### config.mk
export PLATFORM = sky130hd
export DESIGN_NAME = stream_substring_deleter
export DESIGN_NICKNAME = d
export VERILOG_FILES = /design/src/ssd_pkg.sv /design/src/ssd_window.sv /design/src/ssd_match.sv /design/src/stream_substring_deleter.sv
export SDC_FILE = /design/constraint.sdc
export NUM_CORES = 1
export LEC_CHECK = 0
export BUFFER_PORTS_ARGS = -buffer_cell sky130_fd_sc_hd__buf_2
export CAP_MARGIN = 30
export CORE_UTILIZATION = 30
export DETAILED_ROUTE_END_ITERATION = 10
export PLACE_DENSITY = 0.52
export SLEW_MARGIN = 20
export SYNTH_ARGS = -nofsm -noshare
export SYNTH_HDL_FRONTEND = slang
export SYNTH_SLANG_ARGS = --single-unit
export TNS_END_PERCENT = 20
### constraint.sdc
create_clock -name aclk -period 5.3 [get_ports aclk]
set_input_delay 0.53 -clock aclk [delete_from_list [all_inputs] [get_ports aclk]]
set_output_delay 0.53 -clock aclk [all_outputs]
set_load 0.02 [all_outputs]
### src/ssd_pkg.sv
// shared types and constants for the substring deleter
package ssd_pkg;

    localparam int MAX_PATTERN_DEF = 8;
    localparam int COUNT_BITS_DEF  = 32;

    localparam int CHAR_W    = 8;
    localparam int PATTERN_W = 64;
    localparam int PLEN_W    = 4;
    localparam int COUNT_W   = 32;
    localparam int CFG_IDX_W = 1;

    localparam logic KIND_CHAR = 1'b0;
    localparam logic KIND_END  = 1'b1;

    typedef enum logic [CFG_IDX_W-1:0] {
        REG_PATTERN     = 1'b0,
        REG_PATTERN_LEN = 1'b1
    } cfg_idx_t;

    typedef enum logic [2:0] {
        S_IDLE,
        S_SCAN,
        S_DELETE,
        S_FLUSH,
        S_END
    } state_t;

    typedef struct packed {
        logic               kind;
        logic [CHAR_W-1:0]  out_char;
        logic [COUNT_W-1:0] removed_count;
        logic               run_end;
    } res_t;

    typedef struct packed {
        logic append;
        logic shift;
    } win_cmd_t;

    typedef struct packed {
        logic ok;
        logic complete;
    } match_t;

endpackage

### src/ssd_window.sv
// undecided byte window: shift register with append at the fill point
module ssd_window #(
    parameter int MAX_PATTERN = ssd_pkg::MAX_PATTERN_DEF,
    parameter int LEN_BITS    = $clog2(MAX_PATTERN + 1)
) (
    input  logic                                    aclk,
    input  logic                                    aresetn,
    input  ssd_pkg::win_cmd_t                       cmd,
    input  logic [ssd_pkg::CHAR_W-1:0]              wr_char,
    output logic [MAX_PATTERN-1:0][ssd_pkg::CHAR_W-1:0] win_bytes,
    output logic [LEN_BITS-1:0]                     win_fill
);
    import ssd_pkg::*;

    localparam int IDX_BITS = (MAX_PATTERN > 1) ? $clog2(MAX_PATTERN) : 1;

    logic [MAX_PATTERN-1:0][CHAR_W-1:0] buf_reg;
    logic [LEN_BITS-1:0]                fill_reg;

    // payload entries, no reset
    always_ff @(posedge aclk) begin
        if (cmd.append) begin
            buf_reg[fill_reg[IDX_BITS-1:0]] <= wr_char;
        end else if (cmd.shift) begin
            for (int i = 0; i < MAX_PATTERN - 1; i++) begin
                buf_reg[i] <= buf_reg[i+1];
            end
        end
    end

    always_ff @(posedge aclk) begin
        if (!aresetn) begin
            fill_reg <= '0;
        end else if (cmd.append) begin
            fill_reg <= fill_reg + LEN_BITS'(1);
        end else if (cmd.shift && fill_reg != '0) begin
            fill_reg <= fill_reg - LEN_BITS'(1);
        end
    end

    assign win_bytes = buf_reg;
    assign win_fill  = fill_reg;

endmodule

### src/ssd_match.sv
// shared window compare unit, all buffered bytes up to the pattern length against the pattern at once
module ssd_match #(
    parameter int MAX_PATTERN = ssd_pkg::MAX_PATTERN_DEF,
    parameter int LEN_BITS    = $clog2(MAX_PATTERN + 1)
) (
    input  logic [MAX_PATTERN-1:0][ssd_pkg::CHAR_W-1:0] win_bytes,
    input  logic [LEN_BITS-1:0]                     win_fill,
    input  logic [ssd_pkg::PATTERN_W-1:0]           pattern,
    input  logic [LEN_BITS-1:0]                     used_len,
    output ssd_pkg::match_t                         result
);
    import ssd_pkg::*;

    logic ok;

    always_comb begin
        ok = 1'b1;
        for (int k = 0; k < MAX_PATTERN; k++) begin
            if (LEN_BITS'(k) < win_fill && LEN_BITS'(k) < used_len &&
                win_bytes[k] != pattern[k*CHAR_W +: CHAR_W]) begin
                ok = 1'b0;
            end
        end
        result.ok       = ok;
        result.complete = (win_fill >= used_len);
    end

endmodule

### src/stream_substring_deleter.sv
// top level of the streaming substring deleter: sequencer, config and result registers
//
// channel | direction | handshake        | payload
// s_      | in        | s_valid/s_ready  | s_in_char, s_is_final
// m_      | out       | m_valid/m_ready  | m_kind, m_out_char, m_removed_count, m_run_end
// cfg_    | in        | cfg_valid/ready  | cfg_index, cfg_data
//
// each byte is accepted in idle, scanned and wrapped up in the end state; kept bytes are emitted
// when released by a failed rescan, a skip or the flush, a deletion shifts the matched bytes out
// in the delete state, and a final string's flush ends with the end transaction; the sequencer
// steps the window one byte per cycle through the shared compare unit while the result path has room
// s_ready is high only in idle; a full result path stalls the sequencer in place
// aresetn is synchronous: clears the window, tally, skip flag and result registers
// pattern resets to zero and pattern_len to one; configuration is always accepted
module stream_substring_deleter #(
    parameter int MAX_PATTERN = ssd_pkg::MAX_PATTERN_DEF,
    parameter int COUNT_BITS  = ssd_pkg::COUNT_BITS_DEF
) (
    input  logic                              aclk,
    input  logic                              aresetn,
    // input transactions
    input  logic                              s_valid,
    output logic                              s_ready,
    input  logic [ssd_pkg::CHAR_W-1:0]        s_in_char,
    input  logic                              s_is_final,
    // result transactions
    output logic                              m_valid,
    input  logic                              m_ready,
    output logic                              m_kind,
    output logic [ssd_pkg::CHAR_W-1:0]        m_out_char,
    output logic [ssd_pkg::COUNT_W-1:0]       m_removed_count,
    output logic                              m_run_end,
    // configuration writes
    input  logic                              cfg_valid,
    output logic                              cfg_ready,
    input  logic [ssd_pkg::CFG_IDX_W-1:0]     cfg_index,
    input  logic [ssd_pkg::PATTERN_W-1:0]     cfg_data
);
    import ssd_pkg::*;

    localparam int LEN_BITS = $clog2(MAX_PATTERN + 1);

    // configuration registers
    logic [PATTERN_W-1:0] pattern_reg;
    logic [PLEN_W-1:0]    plen_reg;
    logic [LEN_BITS-1:0]  used_len;

    // sequencer state
    state_t               state_reg, state_next;
    logic                 skip_reg, skip_next;
    logic                 fin_reg, fin_next;
    logic [COUNT_BITS-1:0] tally_reg, tally_next;
    logic [LEN_BITS-1:0]  del_cnt_reg, del_cnt_next;

    // held result (run_end not yet known) and output register
    logic                 pend_valid_reg;
    res_t                 pend_reg;
    logic                 out_valid_reg;
    res_t                 out_reg;

    // control between sequencer, window and compare unit
    win_cmd_t                        win_cmd;
    logic [MAX_PATTERN-1:0][CHAR_W-1:0] win_bytes;
    logic [LEN_BITS-1:0]             win_fill;
    match_t                          match;

    logic                 produce;
    logic                 finish;
    res_t                 res_new;
    logic                 out_free;
    logic                 can_produce;

    // configuration port, no back-pressure
    assign cfg_ready = 1'b1;

    always_ff @(posedge aclk) begin
        if (!aresetn) begin
            pattern_reg <= '0;
            plen_reg    <= PLEN_W'(1);
        end else if (cfg_valid) begin
            unique case (cfg_idx_t'(cfg_index))
                REG_PATTERN:     pattern_reg <= cfg_data;
                REG_PATTERN_LEN: plen_reg    <= cfg_data[PLEN_W-1:0];
                default:         ;
            endcase
        end
    end

    // lengths above the window depth act as the full depth
    assign used_len = (plen_reg > PLEN_W'(MAX_PATTERN)) ? LEN_BITS'(MAX_PATTERN)
                                                        : LEN_BITS'(plen_reg);

    ssd_window #(
        .MAX_PATTERN (MAX_PATTERN),
        .LEN_BITS    (LEN_BITS)
    ) u_window (
        .aclk      (aclk),
        .aresetn   (aresetn),
        .cmd       (win_cmd),
        .wr_char   (s_in_char),
        .win_bytes (win_bytes),
        .win_fill  (win_fill)
    );

    ssd_match #(
        .MAX_PATTERN (MAX_PATTERN),
        .LEN_BITS    (LEN_BITS)
    ) u_match (
        .win_bytes (win_bytes),
        .win_fill  (win_fill),
        .pattern   (pattern_reg),
        .used_len  (used_len),
        .result    (match)
    );

    // a new result can be taken when none is held or the held one can move on
    assign out_free    = !out_valid_reg || m_ready;
    assign can_produce = !pend_valid_reg || out_free;

    always_ff @(posedge aclk) begin
        if (!aresetn) begin
            state_reg   <= S_IDLE;
            skip_reg    <= 1'b0;
            fin_reg     <= 1'b0;
            tally_reg   <= '0;
            del_cnt_reg <= '0;
        end else begin
            state_reg   <= state_next;
            skip_reg    <= skip_next;
            fin_reg     <= fin_next;
            tally_reg   <= tally_next;
            del_cnt_reg <= del_cnt_next;
        end
    end

    always_comb begin
        state_next   = state_reg;
        skip_next    = skip_reg;
        fin_next     = fin_reg;
        tally_next   = tally_reg;
        del_cnt_next = del_cnt_reg;
        win_cmd      = '0;
        produce      = 1'b0;
        finish       = 1'b0;
        s_ready      = 1'b0;
        // default result: kept byte from the head of the window
        res_new               = '0;
        res_new.kind          = KIND_CHAR;
        res_new.out_char      = win_bytes[0];

        unique case (state_reg)
            S_IDLE: begin
                s_ready = 1'b1;
                if (s_valid) begin
                    win_cmd.append = 1'b1;
                    fin_next       = s_is_final;
                    state_next     = S_SCAN;
                end
            end

            S_SCAN: begin
                if (win_fill == '0) begin
                    state_next = fin_reg ? S_FLUSH : S_END;
                end else if (skip_reg || used_len == '0) begin
                    // byte after a deletion, or no pattern: kept untested
                    if (can_produce) begin
                        produce       = 1'b1;
                        win_cmd.shift = 1'b1;
                        skip_next     = 1'b0;
                    end
                end else if (match.ok && match.complete) begin
                    del_cnt_next = used_len;
                    skip_next    = 1'b1;
                    if (tally_reg != '1) begin
                        tally_next = tally_reg + COUNT_BITS'(1);
                    end
                    state_next = S_DELETE;
                end else if (match.ok) begin
                    // partial match: flush if the string is final, else wait for more bytes
                    state_next = fin_reg ? S_FLUSH : S_END;
                end else if (can_produce) begin
                    // mismatch: release the head byte and rescan the rest
                    produce       = 1'b1;
                    win_cmd.shift = 1'b1;
                end
            end

            S_DELETE: begin
                win_cmd.shift = 1'b1;
                del_cnt_next  = del_cnt_reg - LEN_BITS'(1);
                if (del_cnt_reg == LEN_BITS'(1)) begin
                    state_next = S_SCAN;
                end
            end

            S_FLUSH: begin
                if (can_produce) begin
                    produce = 1'b1;
                    if (win_fill != '0) begin
                        win_cmd.shift = 1'b1;
                    end else begin
                        res_new.kind          = KIND_END;
                        res_new.out_char      = '0;
                        res_new.removed_count = COUNT_W'(tally_reg);
                        tally_next            = '0;
                        skip_next             = 1'b0;
                        fin_next              = 1'b0;
                        state_next            = S_END;
                    end
                end
            end

            S_END: begin
                if (!pend_valid_reg) begin
                    state_next = S_IDLE;
                end else if (out_free) begin
                    finish     = 1'b1;
                    state_next = S_IDLE;
                end
            end

            default: state_next = S_IDLE;
        endcase
    end

    // held result and output register
    always_ff @(posedge aclk) begin
        if (!aresetn) begin
            pend_valid_reg <= 1'b0;
            out_valid_reg  <= 1'b0;
        end else begin
            if (produce) begin
                pend_valid_reg <= 1'b1;
            end else if (finish) begin
                pend_valid_reg <= 1'b0;
            end
            if ((produce && pend_valid_reg) || finish) begin
                out_valid_reg <= 1'b1;
            end else if (m_ready) begin
                out_valid_reg <= 1'b0;
            end
        end
    end

    always_ff @(posedge aclk) begin
        if (produce) begin
            pend_reg <= res_new;
        end
        if (produce && pend_valid_reg) begin
            out_reg         <= pend_reg;
            out_reg.run_end <= 1'b0;
        end else if (finish) begin
            out_reg         <= pend_reg;
            out_reg.run_end <= 1'b1;
        end
    end

    assign m_valid         = out_valid_reg;
    assign m_kind          = out_reg.kind;
    assign m_out_char      = out_reg.out_char;
    assign m_removed_count = out_reg.removed_count;
    assign m_run_end       = out_reg.run_end;

`ifndef NO_ASSERTIONS
    // a new transaction only starts once the previous one's results are all released
    a_idle_no_pending: assert property (@(posedge aclk) disable iff (!aresetn)
        s_ready |-> !pend_valid_reg)
        else $error("input accepted with a held result");

    // the window never holds more than MAX_PATTERN bytes
    a_fill_bound: assert property (@(posedge aclk) disable iff (!aresetn)
        win_fill <= LEN_BITS'(MAX_PATTERN))
        else $error("window overfilled");

    // the end-of-string result is always the last of its transaction
    a_end_is_last: assert property (@(posedge aclk) disable iff (!aresetn)
        (m_valid && m_kind == KIND_END) |-> m_run_end)
        else $error("end result not marked last");

    // emitting the end result clears the tally for the next string
    a_tally_cleared: assert property (@(posedge aclk) disable iff (!aresetn)
        (produce && res_new.kind == KIND_END) |=> (tally_reg == '0 && !skip_reg))
        else $error("tally not cleared at end of string");
`endif

endmodule
==> results of run 1 <==
[tightest hold or removal path: cells and delay by family]
| family | cells | cell delay (ps) |
|---|---|---|
| buf+inv | 1 | 100 |
| simple gates | 1 | 40 |
| compound gates | 1 | 60 |
[metrics by stage]
stage                     total power, mW  std cells  hold slack [ps]  worst slack, ps
after floorplan                      3.89       1104              452              885
after global placement               4.36       1682              465             1440
after detailed placement             4.39       1686              475             1550
after CTS                            6.44       1739              209             1550
after global routing                 6.70       1740              228             1320
final                                6.38       1740              233             1530
[path summary, 6_finish.rpt]
| check | endpoint | from |
|---|---|---|
| setup reg to reg | tally_reg[19] | u_window.win_fill[0] |
| hold reg to reg | fin_reg | fin_reg |
| setup / recovery | tally_reg[19] | u_window.win_fill[0] |
| hold / removal | pattern_reg[60] | cfg_data[60] |
[area by class of cell]
cell class	instances	area, um2
multi-input cells	752	4740
clock inverters	12	161
inverters	18	67.6
clock buffers	41	801
fillers	3918	24800
well taps	518	648
flip-flops and latches	262	6710
repair buffers	137	753
[routing by layer]
metal  part of all wire [%]  up-vias
li1                       -     4206
met1                     48     4012
met2                     45      195
met3                    4.2       47
met4                    2.3        0
met5                      0        -
[kinds of logic (layout without fill, tap and decap cells)]
| logic type | count (synthesis) | after routing | share of synthesized area (%) |
|---|---|---|---|
| adders and majority gates | 11 | 11 | 1.17 |
| AOI/OAI and AO/OA | 243 | 243 | 15.2 |
| and+or+nand+nor | 426 | 426 | 18.2 |
| muxes | 5 | 5 | 0.457 |
| DFF | 262 | 262 | 57.0 |
| buffers and inverters | 90 | 208 | 3.01 |
| other | 1 | 1 | 0.0319 |
| xor gates and xnor gates | 66 | 66 | 4.92 |
[layout by cell type, fill, tap and decap left out, types with 34 or more instances in the layout]
cell type and instances:
a21boi_0 72, edfxtp_1 146, a21oi_1 35, nand2_1 175, a22o_1 56, buf_2 123, and3_1 47, dfxtp_1 116
and2_1 34
[report_power, final]
group	internal (mW)	switching, mW	total, mW
sequential	2.58	0.223	2.80
clock	1.24	0.792	2.03
combinational	0.581	0.963	1.54
total	4.40	1.98	6.38
==> flow_summary.json, run 1 <==
{
  "hold_depth": 3,
  "clk_pin_slew_worst_paths_ps": 60,
  "clk_path_buf_depth": 3,
  "grt_first_pass_wirelength_mm": 44.9,
  "final_core_util_pct": 35.9,
  "startpoint_type": "flip-flop",
  "nets": 1290,
  "wirelength_mm": 28.7,
  "worstSetupPathDepth": 10,
  "clockRootBuffer": "clkbuf_16",
  "status": "finished, final reports clean",
  "fin_area_um2": 13900,
  "worst-path-buf-inv": 1,
  "gr-usage-met3_pct": 1.90,
  "setup_violations": 0,
  "cts_tree": "yes",
  "drtPass1Iterations": 5,
  "rsz0062_at_grt": "no",
  "top_usage_layer": "met2",
  "max_clock_freq_ghz": 0.265,
  "setup-tns-final_ps": 0,
  "synth_flop_cell": "edfxtp_1",
  "min_path_type": "in -> reg",
  "drt_first_iter_violations": 447,
  "drv_slew": 0,
  "insertion_delay_ps": 550,
  "syn_nets": 1194,
  "grtUsageTotal_pct": 14.3,
  "cap_violations": 0,
  "yosysSeqAreaShare_pct": 57.0,
  "fp.dieW_um": 200,
  "min_period_ps": 3770,
  "grt_pass1_vias": 8056,
  "drt-wirelength-per-cell_um": 16.5,
  "vias_per_cell": 4.86,
  "period_share_pct": 71.2,
  "netlist_area_um2": 11800,
  "skew_ps": 10.6,
  "slowest_stage": "or3_1",
  "placementRows": 72,
  "reg2regPathDepth": 10,
  "synth_top_area_cell": "edfxtp_1",
  "initial_core_util_pct": 30.4,
  "gp_congestion": 0.798,
  "io-pin-count": 124,
  "fp.coreArea_um2": 38600,
  "drive_above_1_share_pct": 16.0,
  "ctsHoldBuffers": 0,
  "crit_type": "reg -> reg",
  "crit_path_max_fanout": 58,
  "cts_num_sinks": 262,
  "ys_ff_latch": 262,
  "syn_area_per_cell_um2": 10.7,
  "worst_ep_required_time_ps": 5730,
  "met2_usage_pct": 23.3,
  "antenna_cells": 0,
  "synth_area_leaders": "edfxtp_1, dfxtp_1, nand2_1, a21boi_0, a22o_1",
  "ant_nets": 0,
  "grt-ovfl-total": 0,
  "cts_resized": 0,
  "area_growth_pct": 18.0,
  "die_height_um": 200,
  "grt_max_degree": 92,
  "placed_area_um2": 12900,
  "leakagePower_nw": 5.10,
  "hold_violations": 0,
  "path_cells": "inv_1 > ha_1 > nor3b_2 > nor2_1 > o21ai_0 > nand4_1 > or3_1 > o21a_4 > nor4_1 > mux2_2",
  "cts_buffers": 29,
  "tightest_slew_ps": 942,
  "netlist.area_leader.share_pct": 37.3,
  "use_met1_pct": 19.9,
  "drc": 0,
  "cp_top_family": "simple AND/OR/NAND/NOR gates",
  "critPathCaptureType": "flip-flop",
  "die_area_um2": 40000,
  "hpwlAfterDp_mm": 19.8,
  "antenna_found_initial": 0,
  "arrival_ps": 4210,
  "p_per_area_nw_per_um2": 460,
  "cts_max_level": 1,
  "io_buffers": 122,
  "num_vias": 8460,
  "synthMostInstantiatedCell": "nand2_1",
  "synth.distinct_cells": 59,
  "worst-r2r-setup-slack_ps": 1530,
  "syn_inst": 1104,
  "peakVddDrop_v": 0.000298,
  "post_cts_buffers": 0,
  "slew_headroom_pct": 36.7,
  "slowest_delay_ps": 580,
  "synth_edf_count": 146,
  "async_reset_ff_share_pct": 0,
  "synth-warning-count": 0,
  "synth.top_cells.by_count": "nand2_1, edfxtp_1, dfxtp_1, a21boi_0, clkbuf_1"
}
Power figures use the tool's default switching activity.
==> run 2: changes to the inputs <==
==> constraint.sdc (replaced) <==
create_clock -name aclk -period 3.5 [get_ports aclk]
set_input_delay 0.35 -clock aclk [delete_from_list [all_inputs] [get_ports aclk]]
set_output_delay 0.35 -clock aclk [all_outputs]
set_load 0.02 [all_outputs]
==> run 2 against run 1 <==
Clock power up 55%. Register-to-register slack worse by 1400 ps. Sequential power is 51% higher. Routed wire length increased by 3.1%. Cell count grew 1.1%. Clock skew rose by 2.1 ps. Global-route usage rose by 0.47 points. Worst setup slack got worse by 1400 ps. First-iteration DRC count is 6.5% higher. Sequential share of layout area shrank 0.58 points. Non-clock buffer count is 15 higher. Critical endpoint unchanged.
==> flow_summary.json, run 2 (synthesized netlist as in run 1, its figures left out) <==
{
  "leakagePower_nw": 5.20,
  "min_path_type": "in -> reg",
  "clk_path_buf_depth": 3,
  "critPathLaunch": "u_window.win_bytes[28]",
  "regToRegEndpoint": "tally_reg[19]",
  "reg2regPathDepth": 8,
  "max_clock_freq_ghz": 0.299,
  "ctsHoldBuffers": 0,
  "final_cell_mix": "nand2_1, edfxtp_1, buf_2, dfxtp_1, a21boi_0",
  "drc": 0,
  "nets": 1307,
  "hold_depth": 3,
  "peakVddDrop_v": 0.000400,
  "rsz0062_at_grt": "no",
  "status": "finished, final reports clean",
  "grtUsageTotal_pct": 14.8,
  "fp.dieW_um": 200,
  "layout.cells.non_filler": 1759,
  "fp.coreArea_um2": 38600,
  "clk_pin_slew_worst_paths_ps": 60,
  "io-pin-count": 124,
  "ant_nets": 0,
  "cts_buffers": 30,
  "cts_tree": "yes",
  "period_share_pct": 95.6,
  "die_height_um": 200,
  "cap_violations": 0,
  "arrival_ps": 3800,
  "io_buffers": 122,
  "worst_ep_required_time_ps": 3950,
  "hold_ws_ps": 35.3,
  "insertion_delay_ps": 560,
  "antenna_found_initial": 0,
  "grt_max_degree": 65,
  "tightest_slew_ps": 722,
  "worst-r2r-setup-slack_ps": 150,
  "grt-ovfl-total": 0,
  "clockRootBuffer": "clkbuf_16",
  "placementRows": 72,
  "drt-wirelength-per-cell_um": 16.8,
  "r2r-start": "u_window.win_bytes[28]",
  "drt_first_iter_violations": 476,
  "grt_pass1_vias": 8342,
  "wirelength_mm": 29.5,
  "min_to": "pattern_reg[34]",
  "min_period_ps": 3350,
  "hold_violations": 0,
  "drive_above_1_share_pct": 17.5,
  "die_area_um2": 40000,
  "holdCritStartpoint": "cfg_data[34]",
  "cts_max_level": 1,
  "drtPass1Iterations": 5,
  "startpoint_type": "flip-flop",
  "num-fill-cells": 3887,
  "p_per_area_nw_per_um2": 702,
  "setup_violations": 0,
  "area_growth_pct": 19.5,
  "grt_first_pass_wirelength_mm": 46.1,
  "skew_ps": 12.8,
  "critPathCaptureType": "flip-flop",
  "hpwlAfterDp_mm": 20.2,
  "crit_path_max_fanout": 29,
  "cts_num_sinks": 262,
  "p_total_mw": 9.86,
  "final_core_util_pct": 36.4,
  "mostFrequentLayoutCell": "nand2_1",
  "dp_cells": 1700,
  "slew_headroom_pct": 51.8,
  "setup-tns-final_ps": 0,
  "crit_type": "reg -> reg",
  "initial_core_util_pct": 30.4,
  "vias_per_cell": 4.90,
  "gp_congestion": 0.815,
  "antenna_cells": 0,
  "num_vias": 8612,
  "drv_slew": 0
}
==> run 2: worst max-delay path by stage <==
| stage | end | slack [ps] | cells after the start |
|---|---|---|---|
| after CTS | tally_reg[19] | 20 | 8 |
| after global routing | tally_reg[19] | 20 | 8 |
| after detailed placement | tally_reg[19] | 20 | 8 |
| after global placement | tally_reg[19] | 60 | 8 |
| after floorplan | pend_reg[10] | 40 | 9 |
| final | tally_reg[19] | 150 | 8 |
==> run 2: through the flow <==
stage,instance area (um2),setup slack [ps]
3_5_place_dp,13000,23.6
4_1_cts,14000,24.9
3_3_place_gp,13000,60.1
2_1_floorplan,11800,37.0
5_1_grt,14000,23.4
6_report,14000,153
==> run 2: power breakdown <==
part / switching, mW / total, mW / internal, mW
Sequential: 0.318 / 4.22 / 3.90
Clock: 1.25 / 3.15 / 1.89
Combinational: 1.53 / 2.49 / 0.960
Total: 3.10 / 9.86 / 6.76
==> run 2: cell type report <==
class	count	area (um2)	share of cell area, %
clock buffer	45	888	6.32
clock inverter	11	113	0.801
timing repair buffer	152	868	6.18
sequential	262	6710	47.7
inverter	18	67.6	0.481
multi-input combinational	753	4760	33.9
tap	518	648	4.61
==> run 2: per-layer routing <==
layer | track usage [%] | share of wire [%] | vias to the layer above
li1 | - | - | 4245
met1 | 20.4 | 48 | 4129
met2 | 24.1 | 46 | 194
met3 | 2.17 | 4.0 | 44
met4 | 3.90 | 2.0 | 0
met5 | 0 | 0 | -
==> run 2: repair_timing <==
item / CTS / global route
gates resized for setup: 0 / 3
hold endpoints to repair: 0 / 0
buffers inserted: 0 / 1
setup endpoints to repair: 0 / 29
==> run 2: critical path, stage by stage, from the launching register on <==
cell      delay, ps
edfxtp_1        410
xor2_1          160
nor4_1          420
a211oi_1        160
or4_4           580
or3_1           480
o21a_4          340
nor4_1          310
mux2_2          370
==> run 3: changes to the inputs <==
--- a/config.mk
+++ b/config.mk
@@ -9,6 +9,7 @@
 export CAP_MARGIN = 30
 export CORE_UTILIZATION = 30
 export DETAILED_ROUTE_END_ITERATION = 10
+export MAX_ROUTING_LAYER = met4
 export PLACE_DENSITY = 0.52
 export SLEW_MARGIN = 20
 export SYNTH_ARGS = -nofsm -noshare
==> run 3 against run 2 <==
Clock skew is essentially flat. Cell area is the same. Non-clock buffer count is the same. Count of clock-buffer cells in the layout is the same. Critical endpoint unchanged. Critical path type unchanged. Global-route usage grew 0.44 points. Sequential cell count is the same. Die area is the same. Routed wire length is essentially flat. Highest routed layer unchanged. Total power is essentially flat. Utilization is the same. Combinational power is essentially flat.
==> flow_summary.json, run 3 (synthesized netlist as in run 1, its figures left out) <==
{
  "status": "finished, final reports clean",
  "tightest_slew_ps": 732,
  "cts_buffers": 30,
  "grt_first_pass_wirelength_mm": 46.1,
  "hold_violations": 0,
  "fp.coreArea_um2": 38600,
  "vias_per_cell": 4.89,
  "skew_ps": 12.8,
  "fp.dieW_um": 200,
  "cts_num_sinks": 262,
  "placementRows": 72,
  "period_share_pct": 94.4,
  "peakVddDrop_v": 0.000398,
  "min_path_type": "in -> reg",
  "worst_ep_required_time_ps": 3950,
  "critPathCaptureType": "flip-flop",
  "critPathLaunch": "u_window.win_bytes[28]",
  "drtPass1Iterations": 5,
  "setup-tns-final_ps": 0,
  "rsz0062_at_grt": "no",
  "holdCritStartpoint": "cfg_data[34]",
  "cts_tree": "yes",
  "area_growth_pct": 19.5,
  "drt-wirelength-per-cell_um": 16.8,
  "die_area_um2": 40000,
  "wirelength_mm": 29.5,
  "grtUsageTotal_pct": 15.2,
  "antenna_cells": 0,
  "ant_nets": 0,
  "slew_headroom_pct": 51.2,
  "insertion_delay_ps": 560,
  "drv_slew": 0,
  "arrival_ps": 3750,
  "antenna_found_initial": 0,
  "initial_core_util_pct": 30.4,
  "io-pin-count": 124,
  "mostFrequentLayoutCell": "nand2_1",
  "hpwlAfterDp_mm": 20.2,
  "grt_max_degree": 65,
  "crit_type": "reg -> reg",
  "cap_violations": 0,
  "nets": 1307,
  "max_clock_freq_ghz": 0.303,
  "grt-ovfl-total": 0,
  "num_vias": 8605,
  "drive_above_1_share_pct": 17.5,
  "grt_pass1_vias": 8361,
  "gp_congestion": 0.829,
  "min_period_ps": 3300,
  "final_cell_mix": "nand2_1, edfxtp_1, buf_2, dfxtp_1, a21boi_0",
  "io_buffers": 122,
  "drt_first_iter_violations": 486,
  "leakagePower_nw": 5.20,
  "r2r-start": "u_window.win_bytes[28]",
  "p_total_mw": 9.85,
  "num-fill-cells": 3887,
  "drc": 0,
  "p_per_area_nw_per_um2": 701,
  "clk_path_buf_depth": 3,
  "clockRootBuffer": "clkbuf_16",
  "setup_violations": 0,
  "startpoint_type": "flip-flop",
  "die_height_um": 200,
  "cts_max_level": 1,
  "crit_path_max_fanout": 29,
  "clk_pin_slew_worst_paths_ps": 60
}
-- run 3: cell counts in the layout (fill, tap and decap cells not counted) --
No cell type changed its count.
-- run 3: what timing repair did --
item,4_1_cts,5_1_grt
endpoints found under the setup margin,0,29
setup buffers,0,1
resized for setup,0,3
hold buffers,0,0
-- run 3: path summary, 6_finish.rpt --
kind	end	cells past startpoint	slack [ps]
worst min-delay path	pattern_reg[34]	3	40
worst max-delay path	tally_reg[19]	8	200
worst min register to register	m_run_end	1	470
worst max register to register	tally_reg[19]	8	200
-- run 3: layout make-up --
type	instances	area [um2]	share of cell area (%)
sequential	262	6710	47.7
tap	518	648	4.61
multi-input combinational	753	4760	33.9
clock buffer	45	888	6.32
timing repair buffer	152	868	6.18
clock inverter	11	113	0.801
inverter	18	67.6	0.481
-- run 3: stage by stage --
stage	cell area [um2]	instances	worst slack (ps)	hold WS (ps)	util, %
final	14000	1759	197	35.3	36.4
after global routing	14000	1759	23.3	27.5	36.4
after CTS	14000	1756	24.9	14.3	36.3
after detailed placement	13000	1700	23.6	460	33.7
after global placement	13000	1699	60.1	458	33.6
after floorplan	11800	1104	37.0	449	-
-- run 3: per-layer routing --
| metal | global-route usage, % | part of all wire, % | routed length [um] |
|---|---|---|---|
| met1 | 20.4 | 48 | 14100 |
| met2 | 24.1 | 46 | 13600 |
| met3 | 2.13 | 4.1 | 1220 |
| met4 | 3.90 | 2.1 | 613 |
| met5 | - | 0 | 0 |
-- run 3: where the power goes --
group | total, mW | internal [mW] | switching [mW]
Sequential | 4.22 | 3.90 | 0.318
Combinational | 2.49 | 0.960 | 1.53
Clock | 3.15 | 1.89 | 1.25
Total | 9.85 | 6.76 | 3.10
-- run 3: worst max-delay path, cell delays in order (launching register included) --
cell	delay (ps)
edfxtp_1	410
xor2_1	160
nor4_1	390
a211oi_1	160
or4_4	580
or3_1	480
o21a_4	340
nor4_1	310
mux2_2	370
